<file path="src/kmm_pkg.sv">
// Package for the knight shortest-path engine: sequencer states, move offsets and limits.
package kmm_pkg;

    typedef enum logic [2:0] {
        S_IDLE,
        S_CLR,
        S_POP,
        S_SQ,
        S_DIST,
        S_NB,
        S_DONE
    } t_state;

    localparam int MOVE_COUNT = 8;
    localparam int COL_STEP [MOVE_COUNT] = '{-2, -1, 1, 2, 2, 1, -1, -2};
    localparam int ROW_STEP [MOVE_COUNT] = '{1, 2, 2, 1, -1, -2, -2, -1};

    localparam int DIST_W = 6;
    localparam logic [DIST_W-1:0] MAX_DIST = 6'd63;
    localparam int COORD_IN_W = 3;

endpackage

</file>
<file path="src/kmm_step.sv">
// Neighbour generator: applies one knight-move offset to a square and checks the board edge.
module kmm_step #(
    parameter int BOARD_SIDE = 8
) (
    input  logic [$clog2(BOARD_SIDE)-1:0]              i_col,
    input  logic [$clog2(BOARD_SIDE)-1:0]              i_row,
    input  logic [2:0]                                 i_k,
    output logic                                       o_ok,
    output logic [$clog2(BOARD_SIDE*BOARD_SIDE)-1:0]   o_sq,
    output logic [$clog2(BOARD_SIDE)-1:0]              o_col,
    output logic [$clog2(BOARD_SIDE)-1:0]              o_row
);
    import kmm_pkg::*;

    localparam int CW  = $clog2(BOARD_SIDE);
    localparam int SQW = $clog2(BOARD_SIDE * BOARD_SIDE);

    always_comb begin
        int nc;
        int nr;
        nc    = int'(i_col) + COL_STEP[i_k];
        nr    = int'(i_row) + ROW_STEP[i_k];
        o_ok  = (nc >= 0) && (nr >= 0) && (nc < BOARD_SIDE) && (nr < BOARD_SIDE);
        o_col = CW'(nc);
        o_row = CW'(nr);
        o_sq  = SQW'(nr * BOARD_SIDE + nc);
    end

endmodule

</file>
<file path="src/knight_min_moves_bfs.sv">
// Knight shortest-path engine: sequencer, distance and visited memory, and square queue.
// Sequence: an off-board query goes straight to the done state. Otherwise a clearing pass
//   over every square comes first, then each dequeued square takes a queue read, a memory
//   read and, unless it is the goal, the neighbour loop; the search ends at the goal or when
//   the queue runs empty.
// Queries: one at a time. Reset: synchronous, active low; clears the sequencer, queue
//   pointers, move index, clear counter, found flag, neighbour strobe and output valid only.
module knight_min_moves_bfs #(
    parameter int BOARD_SIDE = 8
) (
    input  logic                          i_clk,
    input  logic                          i_rst_n,
    input  logic                          i_valid,
    output logic                          o_stall,
    input  logic [kmm_pkg::COORD_IN_W-1:0] i_start_col,
    input  logic [kmm_pkg::COORD_IN_W-1:0] i_start_row,
    input  logic [kmm_pkg::COORD_IN_W-1:0] i_goal_col,
    input  logic [kmm_pkg::COORD_IN_W-1:0] i_goal_row,
    output logic                          o_valid,
    input  logic                          i_stall,
    output logic [kmm_pkg::DIST_W-1:0]    o_move_count,
    output logic                          o_reachable
);
    import kmm_pkg::*;

    localparam int SQ  = BOARD_SIDE * BOARD_SIDE;
    localparam int CW  = $clog2(BOARD_SIDE);
    localparam int SQW = $clog2(SQ);
    localparam int PW  = $clog2(SQ + 1);

    // Sequencer and queue pointers.
    t_state                r_state, n_state;
    logic [PW-1:0]         r_head, r_tail;
    logic [3:0]            r_k;
    logic [SQW-1:0]        r_clr;
    logic                  r_nb_live;
    logic                  r_found;
    logic                  r_out_valid;

    // Payload registers of the search.
    logic [CW-1:0]         r_goal_col, r_goal_row;
    logic [CW-1:0]         r_col, r_row;
    logic [SQW-1:0]        r_start_sq;
    logic [SQW-1:0]        r_nb_sq;
    logic [CW-1:0]         r_nb_col, r_nb_row;
    logic [DIST_W-1:0]     r_dist, r_count;
    logic [DIST_W-1:0]     r_move_count;
    logic                  r_reachable;

    // Memories, each with a registered read port. The top bit of a distance entry is the
    // visited mark of that square for the current query.
    logic [DIST_W:0]       dist_mem [SQ];
    logic [2*CW-1:0]       fifo_mem [SQ];
    logic [DIST_W:0]       r_dist_rd;
    logic [2*CW-1:0]       r_fifo_rd;

    // Control decoded from the state.
    logic                  in_acc;
    logic                  off_board;
    logic                  out_free;
    logic                  at_goal;
    logic                  queue_empty;
    logic                  nb_ok;
    logic [SQW-1:0]        nb_sq;
    logic [CW-1:0]         nb_col, nb_row;
    logic                  mark;
    logic                  dist_we, fifo_we;
    logic [SQW-1:0]        dist_wa, fifo_wa;
    logic [SQW-1:0]        dist_ra;
    logic [DIST_W:0]       dist_wd;
    logic [2*CW-1:0]       fifo_wd;
    logic [SQW-1:0]        start_sq;
    logic [SQW-1:0]        rd_sq;
    logic [DIST_W-1:0]     next_dist;

    assign o_stall     = (r_state != S_IDLE);
    assign in_acc      = i_valid && !o_stall;
    assign off_board   = (int'(i_start_col) >= BOARD_SIDE) || (int'(i_start_row) >= BOARD_SIDE)
                      || (int'(i_goal_col) >= BOARD_SIDE) || (int'(i_goal_row) >= BOARD_SIDE);
    assign out_free    = !r_out_valid || !i_stall;
    assign queue_empty = (r_head == r_tail);
    assign at_goal     = (r_col == r_goal_col) && (r_row == r_goal_row);
    assign start_sq    = SQW'(int'(i_start_row) * BOARD_SIDE + int'(i_start_col));
    // The queue holds coordinates, so the square index is rebuilt with a constant multiply.
    assign rd_sq       = SQW'(int'(r_fifo_rd[2*CW-1:CW]) * BOARD_SIDE + int'(r_fifo_rd[CW-1:0]));
    assign next_dist   = (r_dist >= MAX_DIST) ? MAX_DIST : r_dist + DIST_W'(1);
    // The neighbour loop reads the visited marks; the dequeue reads the distance.
    assign dist_ra     = (r_state == S_NB) ? nb_sq : rd_sq;

    kmm_step #(
        .BOARD_SIDE (BOARD_SIDE)
    ) u_step (
        .i_col (r_col),
        .i_row (r_row),
        .i_k   (r_k[2:0]),
        .o_ok  (nb_ok),
        .o_sq  (nb_sq),
        .o_col (nb_col),
        .o_row (nb_row)
    );

    // A neighbour is claimed in the cycle after its read, when it is on the board and its
    // visited mark is still clear in this query.
    assign mark = r_nb_live && !r_dist_rd[DIST_W];

    // Next-state logic.
    always_comb begin
        n_state = r_state;
        case (r_state)
            S_IDLE: begin
                if (in_acc) begin
                    n_state = off_board ? S_DONE : S_CLR;
                end
            end
            S_CLR: begin
                if (r_clr == SQW'(SQ - 1)) begin
                    n_state = S_POP;
                end
            end
            S_POP: begin
                n_state = queue_empty ? S_DONE : S_SQ;
            end
            S_SQ: begin
                n_state = S_DIST;
            end
            S_DIST: begin
                // The goal compare is made here, where the coordinates and the distance read have returned.
                n_state = at_goal ? S_DONE : S_NB;
            end
            S_NB: begin
                // Eight neighbour reads, then a last pass in which the final claim is written.
                if (r_k == 4'(MOVE_COUNT)) begin
                    n_state = S_POP;
                end
            end
            S_DONE: begin
                if (out_free) begin
                    n_state = S_IDLE;
                end
            end
            default: begin
                n_state = S_IDLE;
            end
        endcase
    end

    // Memory write port selection. The clearing pass wipes every visited mark and writes the
    // start square as visited at distance zero; the start square enters the queue on the
    // query transfer. Every later write comes from a claimed neighbour. The eight neighbours
    // of one square are distinct squares, so a claim written back never meets the read of
    // the next neighbour on the same entry, and no forwarding path is needed.
    always_comb begin
        dist_we = 1'b0;
        fifo_we = 1'b0;
        dist_wa = r_nb_sq;
        dist_wd = {1'b1, next_dist};
        fifo_wa = r_tail[SQW-1:0];
        fifo_wd = {r_nb_row, r_nb_col};
        case (r_state)
            S_IDLE: begin
                if (in_acc && !off_board) begin
                    fifo_we = 1'b1;
                    fifo_wa = '0;
                    fifo_wd = {CW'(i_start_row), CW'(i_start_col)};
                end
            end
            S_CLR: begin
                dist_we = 1'b1;
                dist_wa = r_clr;
                dist_wd = (r_clr == r_start_sq) ? {1'b1, DIST_W'(0)} : '0;
            end
            S_NB: begin
                dist_we = mark;
                fifo_we = mark && (int'(r_tail) < SQ);
            end
            default: begin
                dist_we = 1'b0;
                fifo_we = 1'b0;
            end
        endcase
    end

    always_ff @(posedge i_clk) begin
        if (dist_we) begin
            dist_mem[dist_wa] <= dist_wd;
        end
        r_dist_rd <= dist_mem[dist_ra];
    end

    always_ff @(posedge i_clk) begin
        if (fifo_we) begin
            fifo_mem[fifo_wa] <= fifo_wd;
        end
        r_fifo_rd <= fifo_mem[r_head[SQW-1:0]];
    end

    // Control registers.
    always_ff @(posedge i_clk) begin
        if (!i_rst_n) begin
            r_state     <= S_IDLE;
            r_head      <= '0;
            r_tail      <= '0;
            r_k         <= '0;
            r_clr       <= '0;
            r_nb_live   <= 1'b0;
            r_found     <= 1'b0;
            r_out_valid <= 1'b0;
        end else begin
            r_state   <= n_state;
            r_nb_live <= (r_state == S_NB) && (r_k < 4'(MOVE_COUNT)) && nb_ok;
            if (r_state == S_IDLE && in_acc) begin
                r_found <= 1'b0;
                r_head  <= '0;
                r_k     <= '0;
                r_clr   <= '0;
                if (off_board) begin
                    r_tail <= '0;
                end else begin
                    r_tail <= PW'(1);
                end
            end
            if (r_state == S_CLR) begin
                r_clr <= r_clr + SQW'(1);
            end
            if (r_state == S_POP && !queue_empty) begin
                r_head <= r_head + PW'(1);
            end
            if (r_state == S_DIST) begin
                r_k <= '0;
                if (at_goal) begin
                    r_found <= 1'b1;
                end
            end
            if (r_state == S_NB) begin
                r_k <= r_k + 4'd1;
                if (fifo_we) begin
                    r_tail <= r_tail + PW'(1);
                end
            end
            if (r_state == S_DONE && out_free) begin
                r_out_valid <= 1'b1;
            end else if (!i_stall) begin
                r_out_valid <= 1'b0;
            end
        end
    end

    // Payload registers.
    always_ff @(posedge i_clk) begin
        if (r_state == S_IDLE && in_acc) begin
            r_goal_col <= CW'(i_goal_col);
            r_goal_row <= CW'(i_goal_row);
            r_start_sq <= start_sq;
        end
        if (r_state == S_SQ) begin
            r_row <= r_fifo_rd[2*CW-1:CW];
            r_col <= r_fifo_rd[CW-1:0];
        end
        if (r_state == S_DIST) begin
            r_dist  <= r_dist_rd[DIST_W-1:0];
            r_count <= r_dist_rd[DIST_W-1:0];
        end
        if (r_state == S_NB) begin
            r_nb_sq  <= nb_sq;
            r_nb_col <= nb_col;
            r_nb_row <= nb_row;
        end
        if (r_state == S_DONE && out_free) begin
            r_move_count <= r_found ? r_count : '0;
            r_reachable  <= r_found;
        end
    end

    assign o_valid      = r_out_valid;
    assign o_move_count = r_move_count;
    assign o_reachable  = r_reachable;

    // The queue never holds more squares than the board has.
    a_tail_bound: assert property (@(posedge i_clk) disable iff (!i_rst_n)
        int'(r_tail) <= SQ)
        else $error("square queue tail beyond board size");

    // The read pointer never passes the write pointer.
    a_head_tail: assert property (@(posedge i_clk) disable iff (!i_rst_n)
        r_head <= r_tail)
        else $error("square queue head passed tail");

    // A result is only presented after the sequencer has finished a query.
    a_out_from_done: assert property (@(posedge i_clk) disable iff (!i_rst_n)
        $rose(r_out_valid) |-> $past(r_state) == S_DONE)
        else $error("result raised outside the done state");

    // A claimed neighbour always finds a free slot in the queue.
    a_claim_slot: assert property (@(posedge i_clk) disable iff (!i_rst_n)
        mark |-> int'(r_tail) < SQ)
        else $error("claimed neighbour with a full square queue");

    // An unreachable answer always carries a zero count.
    a_unreach_zero: assert property (@(posedge i_clk) disable iff (!i_rst_n)
        (o_valid && !o_reachable) |-> (o_move_count == '0))
        else $error("unreachable result with non-zero count");

endmodule

</file>
<file path="config.mk">
export PLATFORM = sky130hd
export DESIGN_NAME = knight_min_moves_bfs
export DESIGN_NICKNAME = d
export VERILOG_FILES = /design/src/kmm_pkg.sv /design/src/kmm_step.sv /design/src/knight_min_moves_bfs.sv
export SDC_FILE = /design/constraint.sdc
export NUM_CORES = 1
export LEC_CHECK = 0
export BUFFER_PORTS_ARGS = -buffer_cell sky130_fd_sc_hd__clkbuf_2
export CAP_MARGIN = 30
export CORE_ASPECT_RATIO = 1.25
export CORE_MARGIN = 4
export CORE_UTILIZATION = 64
export DETAILED_ROUTE_END_ITERATION = 10
export MAX_ROUTING_LAYER = met4
export PLACE_DENSITY = 0.83
export REMOVE_ABC_BUFFERS = 1
export SLEW_MARGIN = 0
export SYNTH_ARGS = -nofsm -noshare
export SYNTH_HDL_FRONTEND = slang
export SYNTH_SLANG_ARGS = --single-unit
</file>
<file path="constraint.sdc">
create_clock -name i_clk -period 7 [get_ports i_clk]
set_clock_uncertainty 0.05 [all_clocks]
set_input_delay 1.4 -clock i_clk [delete_from_list [all_inputs] [get_ports i_clk]]
set_output_delay 1.4 -clock i_clk [all_outputs]
set_load 0.01 [all_outputs]
</file>
==> results.cfg <==
[grt]
grt_pass1_wl_um = 145000
track_usage_pct = 31.8
antenna_found_initial = 1
grt.overflow.total = 0
first_global_vias = 22600
grt_start_max_net_pins = 86

[min_path]
whs_endpoint = r_count[0]$_DFFE_PN_
holdPathStages = 0
min_from = r_dist_rd[0]$_DFF_P_
hold_path_class = flip-flop to flip-flop

[synth]
synthArstFlopShare_pct = 0
ys_warn_count = 0
synth_ff_type = edfxtp_1
synth_edf_count = 872
yosysUniqueCellTypes = 63
yosysSeqAreaShare_pct = 70.9
syn-instance-count = 2403
ys_ff_latch = 915
syn-cell-area_um2 = 38100
avgSynthCellArea_um2 = 15.9

[die]
start_util_pct = 65.0
dieArea_um2 = 63600
core_area_um2 = 58700
io_pins = 25
row_count = 99
fp.dieW_um = 226
fp.dieH_um = 281

[clock_tree]
holdBufCountCts = 0
ctsHtreeMaxLevel = 3
cts_resized = 0
clockRootBuffer = clkbuf_16
postCtsSetupRepairBufs = 0
cts_sinks = 915
clk_pin_slew_ps = 70
cts_tree = yes
clk_path_buf_depth = 3
cts_buffers = 85
clock_latency_ps = 640

[status]
status = complete, no violations

[critical_path]
cp.required_ps = 7470
ff2ff_path_depth = 16
worstSetupEndpointType = flip-flop
r2r_slack_ps = 1620
start_kind = flip-flop
crit_type = flip-flop to flip-flop
timing.rr.end = r_dist_rd[6]$_DFF_P_
worstReg2RegStart = r_k[2]$_SDFFE_PN0P_
critPathArrivalTime_ps = 5850
crit_fanout = 16

[drt]
drtIter0Drc = 3957
post_drt_wl_per_cell_um = 30.3
drt_wl_total_um = 97300
ant_nets = 0
vias_per_cell = 7.12
drcViolationCount = 0
drtPass1Iterations = 6
vias = 22800

[power]
swShare_pct = 30.5
p_comb_share_pct = 21.4
p_per_area_nw_per_um2 = 352
seqPwrFrac_pct = 46.2
ir_drop_mv = 0.267
switching_power_uw = 4490
leakagePower_uw = 0.0131
internal_power_uw = 10200
clock_power_share_pct = 32.5

[place]
gp_congestion = 1.00
hpwl_um = 59400
io_buffers = 24
post-place-cells = 3054

[sta]
min_period_over_period_pct = 76.9
tightest_slew_ps = 1180
setup_tns_ps = 0
final-hold-violation-count = 0
slew-limit-headroom_pct = 21.4
slew_viol_final = 0
max_freq_mhz = 186
rsz0062_at_grt = false
setup-violations-final = 0
finalCriticalPeriod_ps = 5380

[final_layout]
final_util_pct = 71.3
antennaDiodeCount = 0
stdcell_count = 3210
final_nets = 2440
areaGrowthSynthToFinish_pct = 9.67
drive_above_1_share_pct = 14.6

[job]
cap_violations = 0
[power groups by stage]
stage	logic [uW]	clock network [uW]	registers, uW
3_3_place_gp	2900	0	6900
5_1_grt	3280	5050	6800
3_5_place_dp	3010	0	6900
4_1_cts	3040	4800	6790
6_report	3140	4780	6790
2_1_floorplan	1710	0	6920
[cells by family (layout without fill, tap and decap cells)]
logic type               Yosys count  in the layout  synth area share (%)
adder cells (fa/ha/maj)           36             36                  1.24
AND/OR/NAND/NOR                  559            559                  7.23
AO/OA/AOI/OAI                    500            500                  9.73
XOR/XNOR                          24             24                 0.551
buffers and inverters            226            276                  2.56
multiplexers                     143            143                  7.79
flip-flops                       915            915                  70.9
[metrics by stage]
| step | worst slack, ps | total power (uW) | area (um^2) | hold slack [ps] |
|---|---|---|---|---|
| 3_3_place_gp | 1960 | 9800 | 38900 | 347 |
| 6_report | 1620 | 14700 | 41800 | 379 |
| 5_1_grt | 1360 | 15100 | 41800 | 372 |
| 3_5_place_dp | 1790 | 9910 | 38900 | 344 |
| 2_1_floorplan | 402 | 8630 | 37400 | 336 |
| 4_1_cts | 1740 | 14600 | 41800 | 360 |
[per-layer routing]
layer	GRT usage [%]	share of wire (%)	up-vias	wire length [um]
met1	38.5	33	11400	32200
met2	52.0	51	1588	49300
met3	4.81	9.4	362	9150
met4	17.2	6.8	0	6650
met5	-	0	-	0
li1	-	-	9514	-
[worst max path at each step]
stage                                    from              endpoint  slack, ps  cells past startpoint
after global placement    r_k[2]$_SDFFE_PN0P_  r_dist_rd[6]$_DFF_P_       1960                     16
after floorplan           r_k[0]$_SDFFE_PN0P_  r_dist_rd[0]$_DFF_P_        400                      9
after global routing      r_k[2]$_SDFFE_PN0P_  r_dist_rd[6]$_DFF_P_       1360                     16
after CTS                 r_k[2]$_SDFFE_PN0P_  r_dist_rd[6]$_DFF_P_       1740                     16
final                     r_k[2]$_SDFFE_PN0P_  r_dist_rd[6]$_DFF_P_       1620                     16
after detailed placement  r_k[2]$_SDFFE_PN0P_  r_dist_rd[6]$_DFF_P_       1790                     16
[layout by cell type (no fill, tap or decap), types with 31 or more instances in the layout]
master     instances
edfxtp_1         872
nor2_1           156
nor2b_1          146
a221oi_1         133
nand2_1          127
mux4_2           122
clkbuf_16         85
o211ai_1          84
a21oi_1           79
a211oi_1          70
inv_1             56
dfxtp_1           40
buf_4             37
ha_1              33
o21ai_0           31
nand3_1           31
[flip-flops by register name, indices dropped and copies added (netlist names), 7 cells and up]
| register | flops |
|---|---|
| fifo_mem | 384 |
| r_head | 7 |
| dist_mem | 448 |
| r_tail | 7 |
| r_dist_rd | 7 |
[area by class of cell]
class / count / area [um^2]
inverters: 58 / 218
repair buffers: 66 / 505
fillers: 3432 / 16900
clock buffers: 100 / 2180
multi-input cells: 1262 / 10300
clock inverters: 52 / 669
well taps: 757 / 947
flip-flops and latches: 915 / 27100
[Yosys cell counts (all sizes together), types with 2 or more instances]
cell / n / area [um^2]
mux2: 8 / 93.8
nand4b: 2 / 17.5
mux4: 122 / 2750
buf: 87 / 453
nor3: 9 / 45.0
o21a: 3 / 22.5
a21o: 2 / 15.0
and2: 12 / 75.1
a21oi: 84 / 435
xnor2: 11 / 96.3
o2111ai: 28 / 245
o21ai: 31 / 155
o22ai: 6 / 43.8
a21boi: 8 / 60.1
and4b: 2 / 20.0
or3: 5 / 31.3
inv: 57 / 214
mux2i: 13 / 130
xor2: 13 / 114
nand3b: 6 / 45.0
or3b: 2 / 17.5
edfxtp: 872 / 26200
or2: 7 / 43.8
a221oi: 133 / 1160
nand4: 7 / 43.8
a22oi: 29 / 218
nand3: 31 / 155
nor2: 158 / 593
o211ai: 84 / 631
nor4: 10 / 62.6
o31ai: 4 / 30.0
clkbuf: 81 / 307
a211o: 2 / 17.5
a211oi: 72 / 546
o32ai: 2 / 32.5
ha: 33 / 413
fa: 3 / 60.1
or4: 2 / 15.0
nand2b: 13 / 81.3
nand2: 134 / 503
nor2b: 146 / 913
dfxtp: 43 / 861
o31a: 3 / 26.3
a31oi: 6 / 37.5
and3: 9 / 56.3
[critical path: stages (launching register included)]
cell and delay [ps]:
dfxtp_1 640, ha_1 350, inv_1 300, ha_1 330, nor2_1 170, nor2_1 60
ha_1 270, inv_1 60, ha_1 190, fa_1 380, xnor2_1 150, xnor2_1 530
inv_1 260, o32ai_2 930, o211ai_1 240, o2111ai_1 280, nor4_1 90
(Power assumes the default switching activity.)
